$ cat src/hw/rtl/bda_pkg.sv
// Package for the button debounce / auto-repeat block.
// Holds sizes, register codes and reset values and the configuration struct.
// No dependencies.
package bda_pkg;

  localparam int NUM_BUTTONS = 4;
  localparam int IN_W        = 4;
  localparam int CFG_W       = 10;
  localparam int CNT_W       = CFG_W + 1;
  localparam int DATA_W      = 32;
  localparam int ADDR_W      = 3;

  localparam logic [CFG_W-1:0] HOLD_RESET    = CFG_W'(200);
  localparam logic [CFG_W-1:0] RELEASE_RESET = CFG_W'(20);

  // Register indexes (byte address is 4 * index)
  localparam logic REG_HOLD    = 1'b0;
  localparam logic REG_RELEASE = 1'b1;

  typedef struct packed {
    logic [CFG_W-1:0] hold_count;
    logic [CFG_W-1:0] release_count;
  } cfg_t;

endpackage

$ cat src/hw/rtl/bda_regs.sv
// APB-style configuration registers for the debounce block.
// Depends on bda_pkg (cfg_t, register codes, reset values).
module bda_regs
  import bda_pkg::*;
(
  input  logic              clk,
  input  logic              rst,
  input  logic              psel,
  input  logic              penable,
  input  logic              pwrite,
  input  logic [ADDR_W-1:0] paddr,
  input  logic [DATA_W-1:0] pwdata,
  output logic [DATA_W-1:0] prdata,
  output logic              pready,
  output cfg_t              cfg
);

  logic reg_index;
  logic wr_en;

  assign pready    = 1'b1;
  assign reg_index = paddr[2];
  assign wr_en     = psel & penable & pwrite & pready;

  always_ff @(posedge clk) begin
    if (rst) begin
      cfg.hold_count    <= HOLD_RESET;
      cfg.release_count <= RELEASE_RESET;
    end else if (wr_en) begin
      case (reg_index)
        REG_HOLD:    cfg.hold_count    <= pwdata[CFG_W-1:0];
        REG_RELEASE: cfg.release_count <= pwdata[CFG_W-1:0];
        default: ;
      endcase
    end
  end

  always_comb begin
    case (reg_index)
      REG_HOLD:    prdata = DATA_W'(cfg.hold_count);
      REG_RELEASE: prdata = DATA_W'(cfg.release_count);
      default:     prdata = '0;
    endcase
  end

endmodule

$ cat src/hw/rtl/bda_button.sv
// One button's signed hold/release counter and its press qualification.
// Depends on bda_pkg (cfg_t, CNT_W).
module bda_button
  import bda_pkg::*;
(
  input  logic                    clk,
  input  logic                    rst,
  input  logic                    step,
  input  logic                    held,
  input  cfg_t                    cfg,
  output logic                    report,
  output logic signed [CNT_W-1:0] cnt
);

  logic signed [CNT_W-1:0] cnt_next;
  logic signed [CNT_W-1:0] hold_s;
  logic signed [CNT_W-1:0] release_neg;

  assign hold_s      = signed'({1'b0, cfg.hold_count});
  assign release_neg = CNT_W'(0) - signed'({1'b0, cfg.release_count});

  always_comb begin
    cnt_next = cnt;
    report   = held;
    if (cnt > 0) begin
      if (held) begin
        // mask the press while the hold phase runs down
        cnt_next = cnt - CNT_W'(1);
        report   = 1'b0;
      end else begin
        cnt_next = release_neg;
      end
    end else if (cnt < 0) begin
      if (held) begin
        cnt_next = hold_s;
      end else begin
        cnt_next = cnt + CNT_W'(1);
      end
    end else if (held) begin
      cnt_next = hold_s;
    end
  end

  always_ff @(posedge clk) begin
    if (rst) begin
      cnt <= '0;
    end else if (step) begin
      cnt <= cnt_next;
    end
  end

endmodule

$ cat src/hw/rtl/button_debounce_autorepeat.sv
// Button debounce with auto-repeat, top level.
// Latency: the result of a poll is registered and valid in the cycle after the poll is accepted.
// Throughput: one poll per cycle while out_ready takes each result; the single output register frees as it is taken.
// Reset (rst, synchronous): counters zero, hold_count 200, release_count 20, no result.
// Depends on bda_pkg, bda_regs and bda_button.
module button_debounce_autorepeat
  import bda_pkg::*;
(
  input  logic              clk,
  input  logic              rst,
  input  logic              in_valid,
  output logic              in_ready,
  input  logic [IN_W-1:0]   raw_pressed,
  output logic              out_valid,
  input  logic              out_ready,
  output logic [IN_W-1:0]   qualified_pressed,
  input  logic              psel,
  input  logic              penable,
  input  logic              pwrite,
  input  logic [ADDR_W-1:0] paddr,
  input  logic [DATA_W-1:0] pwdata,
  output logic [DATA_W-1:0] prdata,
  output logic              pready
);

  cfg_t                    cfg;
  logic                    in_fire;
  logic [NUM_BUTTONS-1:0]  held;
  logic [NUM_BUTTONS-1:0]  report;
  logic [IN_W-1:0]         result;
  logic signed [CNT_W-1:0] cnt_all [NUM_BUTTONS];

  bda_regs u_regs (
    .clk     (clk),
    .rst     (rst),
    .psel    (psel),
    .penable (penable),
    .pwrite  (pwrite),
    .paddr   (paddr),
    .pwdata  (pwdata),
    .prdata  (prdata),
    .pready  (pready),
    .cfg     (cfg)
  );

  assign in_ready = !out_valid || out_ready;
  assign in_fire  = in_valid && in_ready;

  for (genvar i = 0; i < NUM_BUTTONS; i++) begin : g_button
    if (i < IN_W) begin : g_wired
      assign held[i] = raw_pressed[i];
    end else begin : g_unwired
      assign held[i] = 1'b0;
    end

    bda_button u_button (
      .clk    (clk),
      .rst    (rst),
      .step   (in_fire),
      .held   (held[i]),
      .cfg    (cfg),
      .report (report[i]),
      .cnt    (cnt_all[i])
    );
  end

  for (genvar j = 0; j < IN_W; j++) begin : g_result
    if (j < NUM_BUTTONS) begin : g_used
      assign result[j] = report[j];
    end else begin : g_empty
      assign result[j] = 1'b0;
    end
  end

  always_ff @(posedge clk) begin
    if (rst) begin
      out_valid <= 1'b0;
    end else if (in_fire) begin
      out_valid <= 1'b1;
    end else if (out_ready) begin
      out_valid <= 1'b0;
    end
  end

  // result register holds until the downstream transaction completes
  always_ff @(posedge clk) begin
    if (in_fire) begin
      qualified_pressed <= result;
    end
  end

`ifndef SYNTH
  a_reset_empty: assert property (@(posedge clk) rst |=> !out_valid)
    else $error("result valid right after reset");

  a_fire_valid: assert property (@(posedge clk) disable iff (rst)
    in_fire |=> out_valid)
    else $error("accepted poll produced no result");

  a_hold_masks: assert property (@(posedge clk) disable iff (rst)
    in_fire && held[0] && (cnt_all[0] > 0) |=> !qualified_pressed[0])
    else $error("held press not masked during hold phase");

  a_press_loads: assert property (@(posedge clk) disable iff (rst)
    in_fire && held[0] && (cnt_all[0] <= 0)
    |=> qualified_pressed[0] && (cnt_all[0] == signed'({1'b0, $past(cfg.hold_count)})))
    else $error("reported press did not load hold count");

  a_release_neg: assert property (@(posedge clk) disable iff (rst)
    in_fire && !held[0] && (cnt_all[0] > 0) |=> (cnt_all[0] <= 0))
    else $error("release during hold did not enter release phase");
`endif

endmodule
$ cat config.mk
export PLATFORM = sky130hd
export DESIGN_NAME = button_debounce_autorepeat
export DESIGN_NICKNAME = d
export VERILOG_FILES = /design/src/hw/rtl/bda_pkg.sv /design/src/hw/rtl/bda_regs.sv /design/src/hw/rtl/bda_button.sv /design/src/hw/rtl/button_debounce_autorepeat.sv
export SDC_FILE = /design/constraint.sdc
export NUM_CORES = 1
export LEC_CHECK = 0
export BUFFER_PORTS_ARGS = -buffer_cell sky130_fd_sc_hd__buf_2
export CAP_MARGIN = 40
export CORE_ASPECT_RATIO = 2
export CORE_MARGIN = 3
export CORE_UTILIZATION = 60
export CTS_BUF_LIST = sky130_fd_sc_hd__clkbuf_4 sky130_fd_sc_hd__clkbuf_8
export DETAILED_ROUTE_END_ITERATION = 7
export GPL_ROUTABILITY_DRIVEN = 0
export MAX_ROUTING_LAYER = met4
export PLACE_DENSITY = 0.91
export SLEW_MARGIN = 30
export SYNTH_ARGS = -nofsm -noshare
export SYNTH_HDL_FRONTEND = slang
export SYNTH_HIERARCHICAL = 1
export SYNTH_SLANG_ARGS = --single-unit
$ cat constraint.sdc
create_clock -name clk -period 4.87 [get_ports clk]
set_clock_uncertainty 0.15 [all_clocks]
set_input_delay 0.974 -clock clk [delete_from_list [all_inputs] [get_ports clk]]
set_output_delay 0.974 -clock clk [all_outputs]
set_load 0.02 [all_outputs]
### Word level (Yosys, flattened, before mapping)

Index checks and enable logic that the tools add are counted.

* add/subtract/negate cells: 9
* order comparisons: 8
* muxes and demuxes: 23
* bitwise logic cells: 3
* reduce and logical (&&, ||, !) cells: 14

Operator list (number)
* $mux W11: 20
* $pmux W32 S2: 1
* $add A11 B2 Y11 const B: 4
* $gt A11 B1 Y1 const B: 4
* $lt A11 B1 Y1 const B: 4
* $sub A11 B2 Y11 const B: 4
* $reduce_and A2 Y1: 6
* $reduce_bool A3 Y1: 4
* $sub A1 B10 Y11 const A: 1
* $and A1 B1 Y1: 2
* $mux W1: 2
* $reduce_bool A2 Y1: 1
* $logic_and A1 B1 Y1: 1
* $logic_not A1 Y1: 1
* $logic_or A1 B1 Y1: 1
* $not A1 Y1: 1

* register bits after elaboration: 69
* logic and storage cells: 68

### Depth between registers and ports, before layout

* depth after elaboration: 4
* gate-level depth with buffers: 10
* gate-level depth less buffers: 7

### Hierarchy

The synthesis kept the hierarchy.

By module, submodules not included
* bda_button at g_button[0].u_button ...: instances 3, cells an instance 170, area an instance 1282.5 um2, sequential area each 220.2 um2
* bda_button at g_button[1].u_button: instances 1, cells an instance 183, area an instance 1321.3 um2, sequential area each 220.2 um2
* bda_regs: instances 1, cells an instance 120, area an instance 1157.4 um2, sequential area each 400.4 um2
* button_debounce_autorepeat: instances 1, cells an instance 9, area an instance 175.2 um2, sequential area each 140.1 um2

### Least setup slack after synthesis

Ideal clock, no wire load.

* path kind: input-to-reg
* start: in out_ready
* end: reg g_button[1].u_button.cnt[1]
* data arrival time: 2.454 ns
* required time: 4.628 ns
* setup slack: 2.174 ns
* stages: 8
* cells stage by stage: nand2b_4 and2_4 buf_1 inv_1 a41oi_1 clkbuf_1 o211ai_1 o32ai_1

* longest elaborated chain between the ends: 3

RTL lines
* start, declared: RTL line button_debounce_autorepeat.sv:15 `input logic out_ready,`
* $logic_or A1 B1 Y1: RTL line button_debounce_autorepeat.sv:46 `assign in_ready = !out_valid || out_ready;`
* $logic_and A1 B1 Y1: RTL line button_debounce_autorepeat.sv:47 `assign in_fire = in_valid && in_ready;`
* net in_fire: RTL line button_debounce_autorepeat.sv:27 `logic in_fire;`
* $reduce_and A2 Y1 (no source line)
* end signal, assigned: RTL line bda_button.sv:48 `cnt <= cnt_next;`
* end, declared: RTL line bda_button.sv:12 `output logic signed [CNT_W-1:0] cnt`

The timed path passes the listed nets, and every way through them passes these cells.
A chain may end at the register's enable or synchronous reset.

### Worst setup path in the final report

* start: in paddr[2]
* end: out prdata[1]

* longest elaborated chain between the ends: 2

RTL lines
* start, declared: RTL line button_debounce_autorepeat.sv:20 `input logic [ADDR_W-1:0] paddr,`
* $not A1 Y1 (no source line)
* $pmux W32 S2 (*): RTL line bda_regs.sv:39 `case (reg_index)`
* end, declared: RTL line button_debounce_autorepeat.sv:22 `output logic [DATA_W-1:0] prdata,`

Every way passes the cells marked *; elsewhere a longest branch is shown, timed or not. The select of a mux whose other input is x is not followed.

==> impl_metrics.ini <==
[synth]
ys_async_sr_fraction_pct = 0
yosys_most_used_dff = sky130_fd_sc_hd__dfxtp_1
synth.yosys.seq_area_share_pct = 21.9
synth_area_um2 = 6500
synthMostInstantiatedCell = sky130_fd_sc_hd__nor2_1
ys_warn_count = 6
area_fraction_in_compound_gates_after_synthesis_pct = 25.5
mux_contribution_to_synthesized_area_pct = 6.37
yosys.area_share.adder_pct = 2.31
avgSynthCellArea_um2 = 7.91
synth_top_family_by_area = simple AND/OR/NAND/NOR gates
count_of_unique_library_cells_instantiated_by_yosys = 74
synth.top_cells.by_count = 82 x sky130_fd_sc_hd__nor2_1, 65 x sky130_fd_sc_hd__dfxtp_1, 46 x sky130_fd_sc_hd__inv_1, 36 x sky130_fd_sc_hd__o21ai_0, 35 x sky130_fd_sc_hd__xnor2_1
synth_top_cell_by_area = sky130_fd_sc_hd__dfxtp_1
post-synth-top-area-fraction_pct = 20.0
synth_simple_gate_area_share_pct = 26.0
post_synthesis_share_of_cell_area_spent_on_xor_and_xnor_gates_pct = 7.81
synth_enable_flop_cells = 4
synth_cells = 822
yosys_register_bits = 69
post_synth_main_area_contributors = sky130_fd_sc_hd__dfxtp_1 20%, sky130_fd_sc_hd__nor2_1 4.7%, sky130_fd_sc_hd__xnor2_1 4.7%, sky130_fd_sc_hd__mux2i_1 4.5%, sky130_fd_sc_hd__xor2_1 3.1%

[sta]
slew_headroom_pct = 46.5
timing.setup.tns_ns = 0
final-max-slew-violation-count = 0
period_share_pct = 60.3
count_of_final_setup_violators = 0
worst_pin_slew_ns = 0.796
layout_min_cycle_time_ns = 2.94
unrepaired_setup_endpoints_after_global_routing = no
finalHoldWorstSlack_ns = 0.358
max_freq_ghz = 0.340
hold_viol = 0

[worst_setup_path]
critPathMaxStageDelay_ns = 0.39
crit_arrival_ns = 1.81
critical_path_top_delay_cell = sky130_fd_sc_hd__mux2_2
critical_path.top_delay_family = buffers and inverters
timing.setup.critical_path_class = input port to primary output
crit_top_cell = sky130_fd_sc_hd__buf_2
worstPathMaxFanout = 14
critical_path_required_ns = 3.75
cp_num_buf_inv = 2
path_cells = buf_2 > mux2_2 > buf_2
critPathCaptureType = primary output
critical_path.startpoint_type = input port

[layout]
n_antenna_cell = 0
drive_above_1_share_pct = 13.4
finish.instance_area_um2 = 6750
area_delta_synth_final_pct = 3.77
final_nets = 879
fin_cells = 963

[clocking]
cts_htree_levels = 3
cts.repair.resized = 0
max-clock-path-buffers = 2
tritoncts_clock_tree = done
cts_buffers = 9
cts_root_buffer = sky130_fd_sc_hd__clkbuf_8
post-cts-setup-buffers = 0
path_clk_slew_ns = 0.07
holdBufCountCts = 0
tritoncts_sinks = 69
clk-insertion-delay-late_ns = 0.37

[detailed_routing]
drt-wirelength-per-cell_um = 20.1
route.antenna.remaining_nets = 0
vias = 6722
viasPerCell = 6.98
totalWireLength_um = 19400
detail_route.iter0.violations = 614
route.detailed.drc = 0
drt_pre_antenna_iters = 5

[global_routing]
grt_max_degree = 52
antenna_found_initial = 0
grt-ovfl-total = 0
vias_in_the_first_global_route = 6087
grt_first_pass_wirelength_um = 30100
globalRouteTotalUtil_pct = 31.8

[run]
cap_violations = 0

[pwr]
power_mw = 1.95
ir_drop_mv = 0.149
power.static_leakage_nw = 2.36
cellPowerDensity_nw_per_um2 = 289

[die]
total_number_of_placement_rows = 53
ios = 85
start_util_pct = 61.7
die_footprint_um2 = 12200
core_area_um2 = 10500
die_y_um = 153
die_width_um = 79.6

[hold_path]
hold_path_class = flip-flop to flip-flop

[outcome]
status = completed

[placement]
port_buffers = 37
place_inst = 941
postPlaceCellArea_um2 = 6490
detailed_place_hpwl_um = 12900
state kept, by name (all words and copies together), names as in the netlist:
signal,count
g_button.u_button/cnt,44
u_regs/cfg,20
qualified_pressed,4
out_valid,1
report_power, final:
group | internal, mW | switching, mW
clock | 0.240 | 0.255
sequential | 0.625 | 0.127
combinational | 0.282 | 0.422
layout make-up:
cell class	instances	area [um2]
inverters	49	184
multi-input cells	647	4510
clock inverters	7	72.6
fillers	871	3800
flip-flops and latches	69	1420
well taps	137	171
repair buffers	45	260
clock buffers	9	124
placed cells by master (no fill, tap or decap), types with 7 or more instances in the layout:
master | synthesis | routed
sky130_fd_sc_hd__a2111oi_2 | 9 | 9
sky130_fd_sc_hd__a211oi_1 | 13 | 13
sky130_fd_sc_hd__a21oi_1 | 30 | 30
sky130_fd_sc_hd__a311oi_1 | 16 | 16
sky130_fd_sc_hd__a31oi_1 | 16 | 15
sky130_fd_sc_hd__a32oi_1 | 7 | 7
sky130_fd_sc_hd__buf_2 | 5 | 37
sky130_fd_sc_hd__clkbuf_8 | 0 | 9
sky130_fd_sc_hd__conb_1 | 2 | 23
sky130_fd_sc_hd__dfxtp_1 | 65 | 65
sky130_fd_sc_hd__ha_1 | 12 | 12
sky130_fd_sc_hd__inv_1 | 46 | 46
sky130_fd_sc_hd__mux2_2 | 11 | 11
sky130_fd_sc_hd__mux2i_1 | 29 | 29
sky130_fd_sc_hd__nand2_1 | 25 | 25
sky130_fd_sc_hd__nand2b_1 | 29 | 29
sky130_fd_sc_hd__nand3_1 | 16 | 16
sky130_fd_sc_hd__nand4_1 | 15 | 15
sky130_fd_sc_hd__nor2_1 | 82 | 82
sky130_fd_sc_hd__nor2b_1 | 7 | 7
sky130_fd_sc_hd__nor3_1 | 33 | 33
sky130_fd_sc_hd__nor4_1 | 16 | 16
sky130_fd_sc_hd__o211ai_1 | 9 | 9
sky130_fd_sc_hd__o21ai_0 | 36 | 36
sky130_fd_sc_hd__o221ai_1 | 11 | 11
sky130_fd_sc_hd__o22ai_1 | 7 | 7
sky130_fd_sc_hd__o31ai_1 | 11 | 11
sky130_fd_sc_hd__or3_1 | 19 | 19
sky130_fd_sc_hd__or4_1 | 13 | 13
sky130_fd_sc_hd__xnor2_1 | 35 | 35
sky130_fd_sc_hd__xor2_1 | 23 | 23
worst paths after layout:
check | startpoint | cells past startpoint | slack (ns) | to
setup / recovery | paddr[2] | 3 | 1.93 | prdata[1]
hold / removal | out_valid | 2 | 0.36 | out_valid
setup reg to reg | g_button[2].u_button/cnt[0] | 7 | 1.97 | g_button[2].u_button/cnt[0]
hold reg to reg | out_valid | 2 | 0.36 | out_valid
layer usage:
metal | vias up | global-route usage (%) | wire length, um
li1 | 3022 | - | -
met1 | 3129 | 34.5 | 6710
met2 | 464 | 52.3 | 9600
met3 | 107 | 4.19 | 1740
met4 | 0 | 22.3 | 1360
met5 | - | - | 0
worst min-delay path, cell delays in order, from the launching register on:
cell                       delay [ns]
sky130_fd_sc_hd__dfxtp_1         0.34
sky130_fd_sc_hd__nand2b_4        0.08
sky130_fd_sc_hd__a21oi_2         0.05
cells by family (layout without fill, tap and decap cells):
kind of cell / Yosys count / after routing
other: 2 / 23
xor gates and xnor gates: 58 / 58
buffers and inverters: 127 / 110
muxes: 40 / 40
DFF: 69 / 69
adders and majority gates: 12 / 12
AOI/OAI and AO/OA: 221 / 221
and+or+nand+nor: 293 / 293
stage by stage:
| stage | util, % | worst slack [ns] |
|---|---|---|
| floorplan | - | 2.17 |
| global placement | 61.4 | 1.76 |
| detailed placement | 61.6 | 1.81 |
| CTS | 63.4 | 1.94 |
| global route | 64.0 | 1.89 |
| finish | 64.0 | 1.93 |
Power figures use the tool's default switching activity.
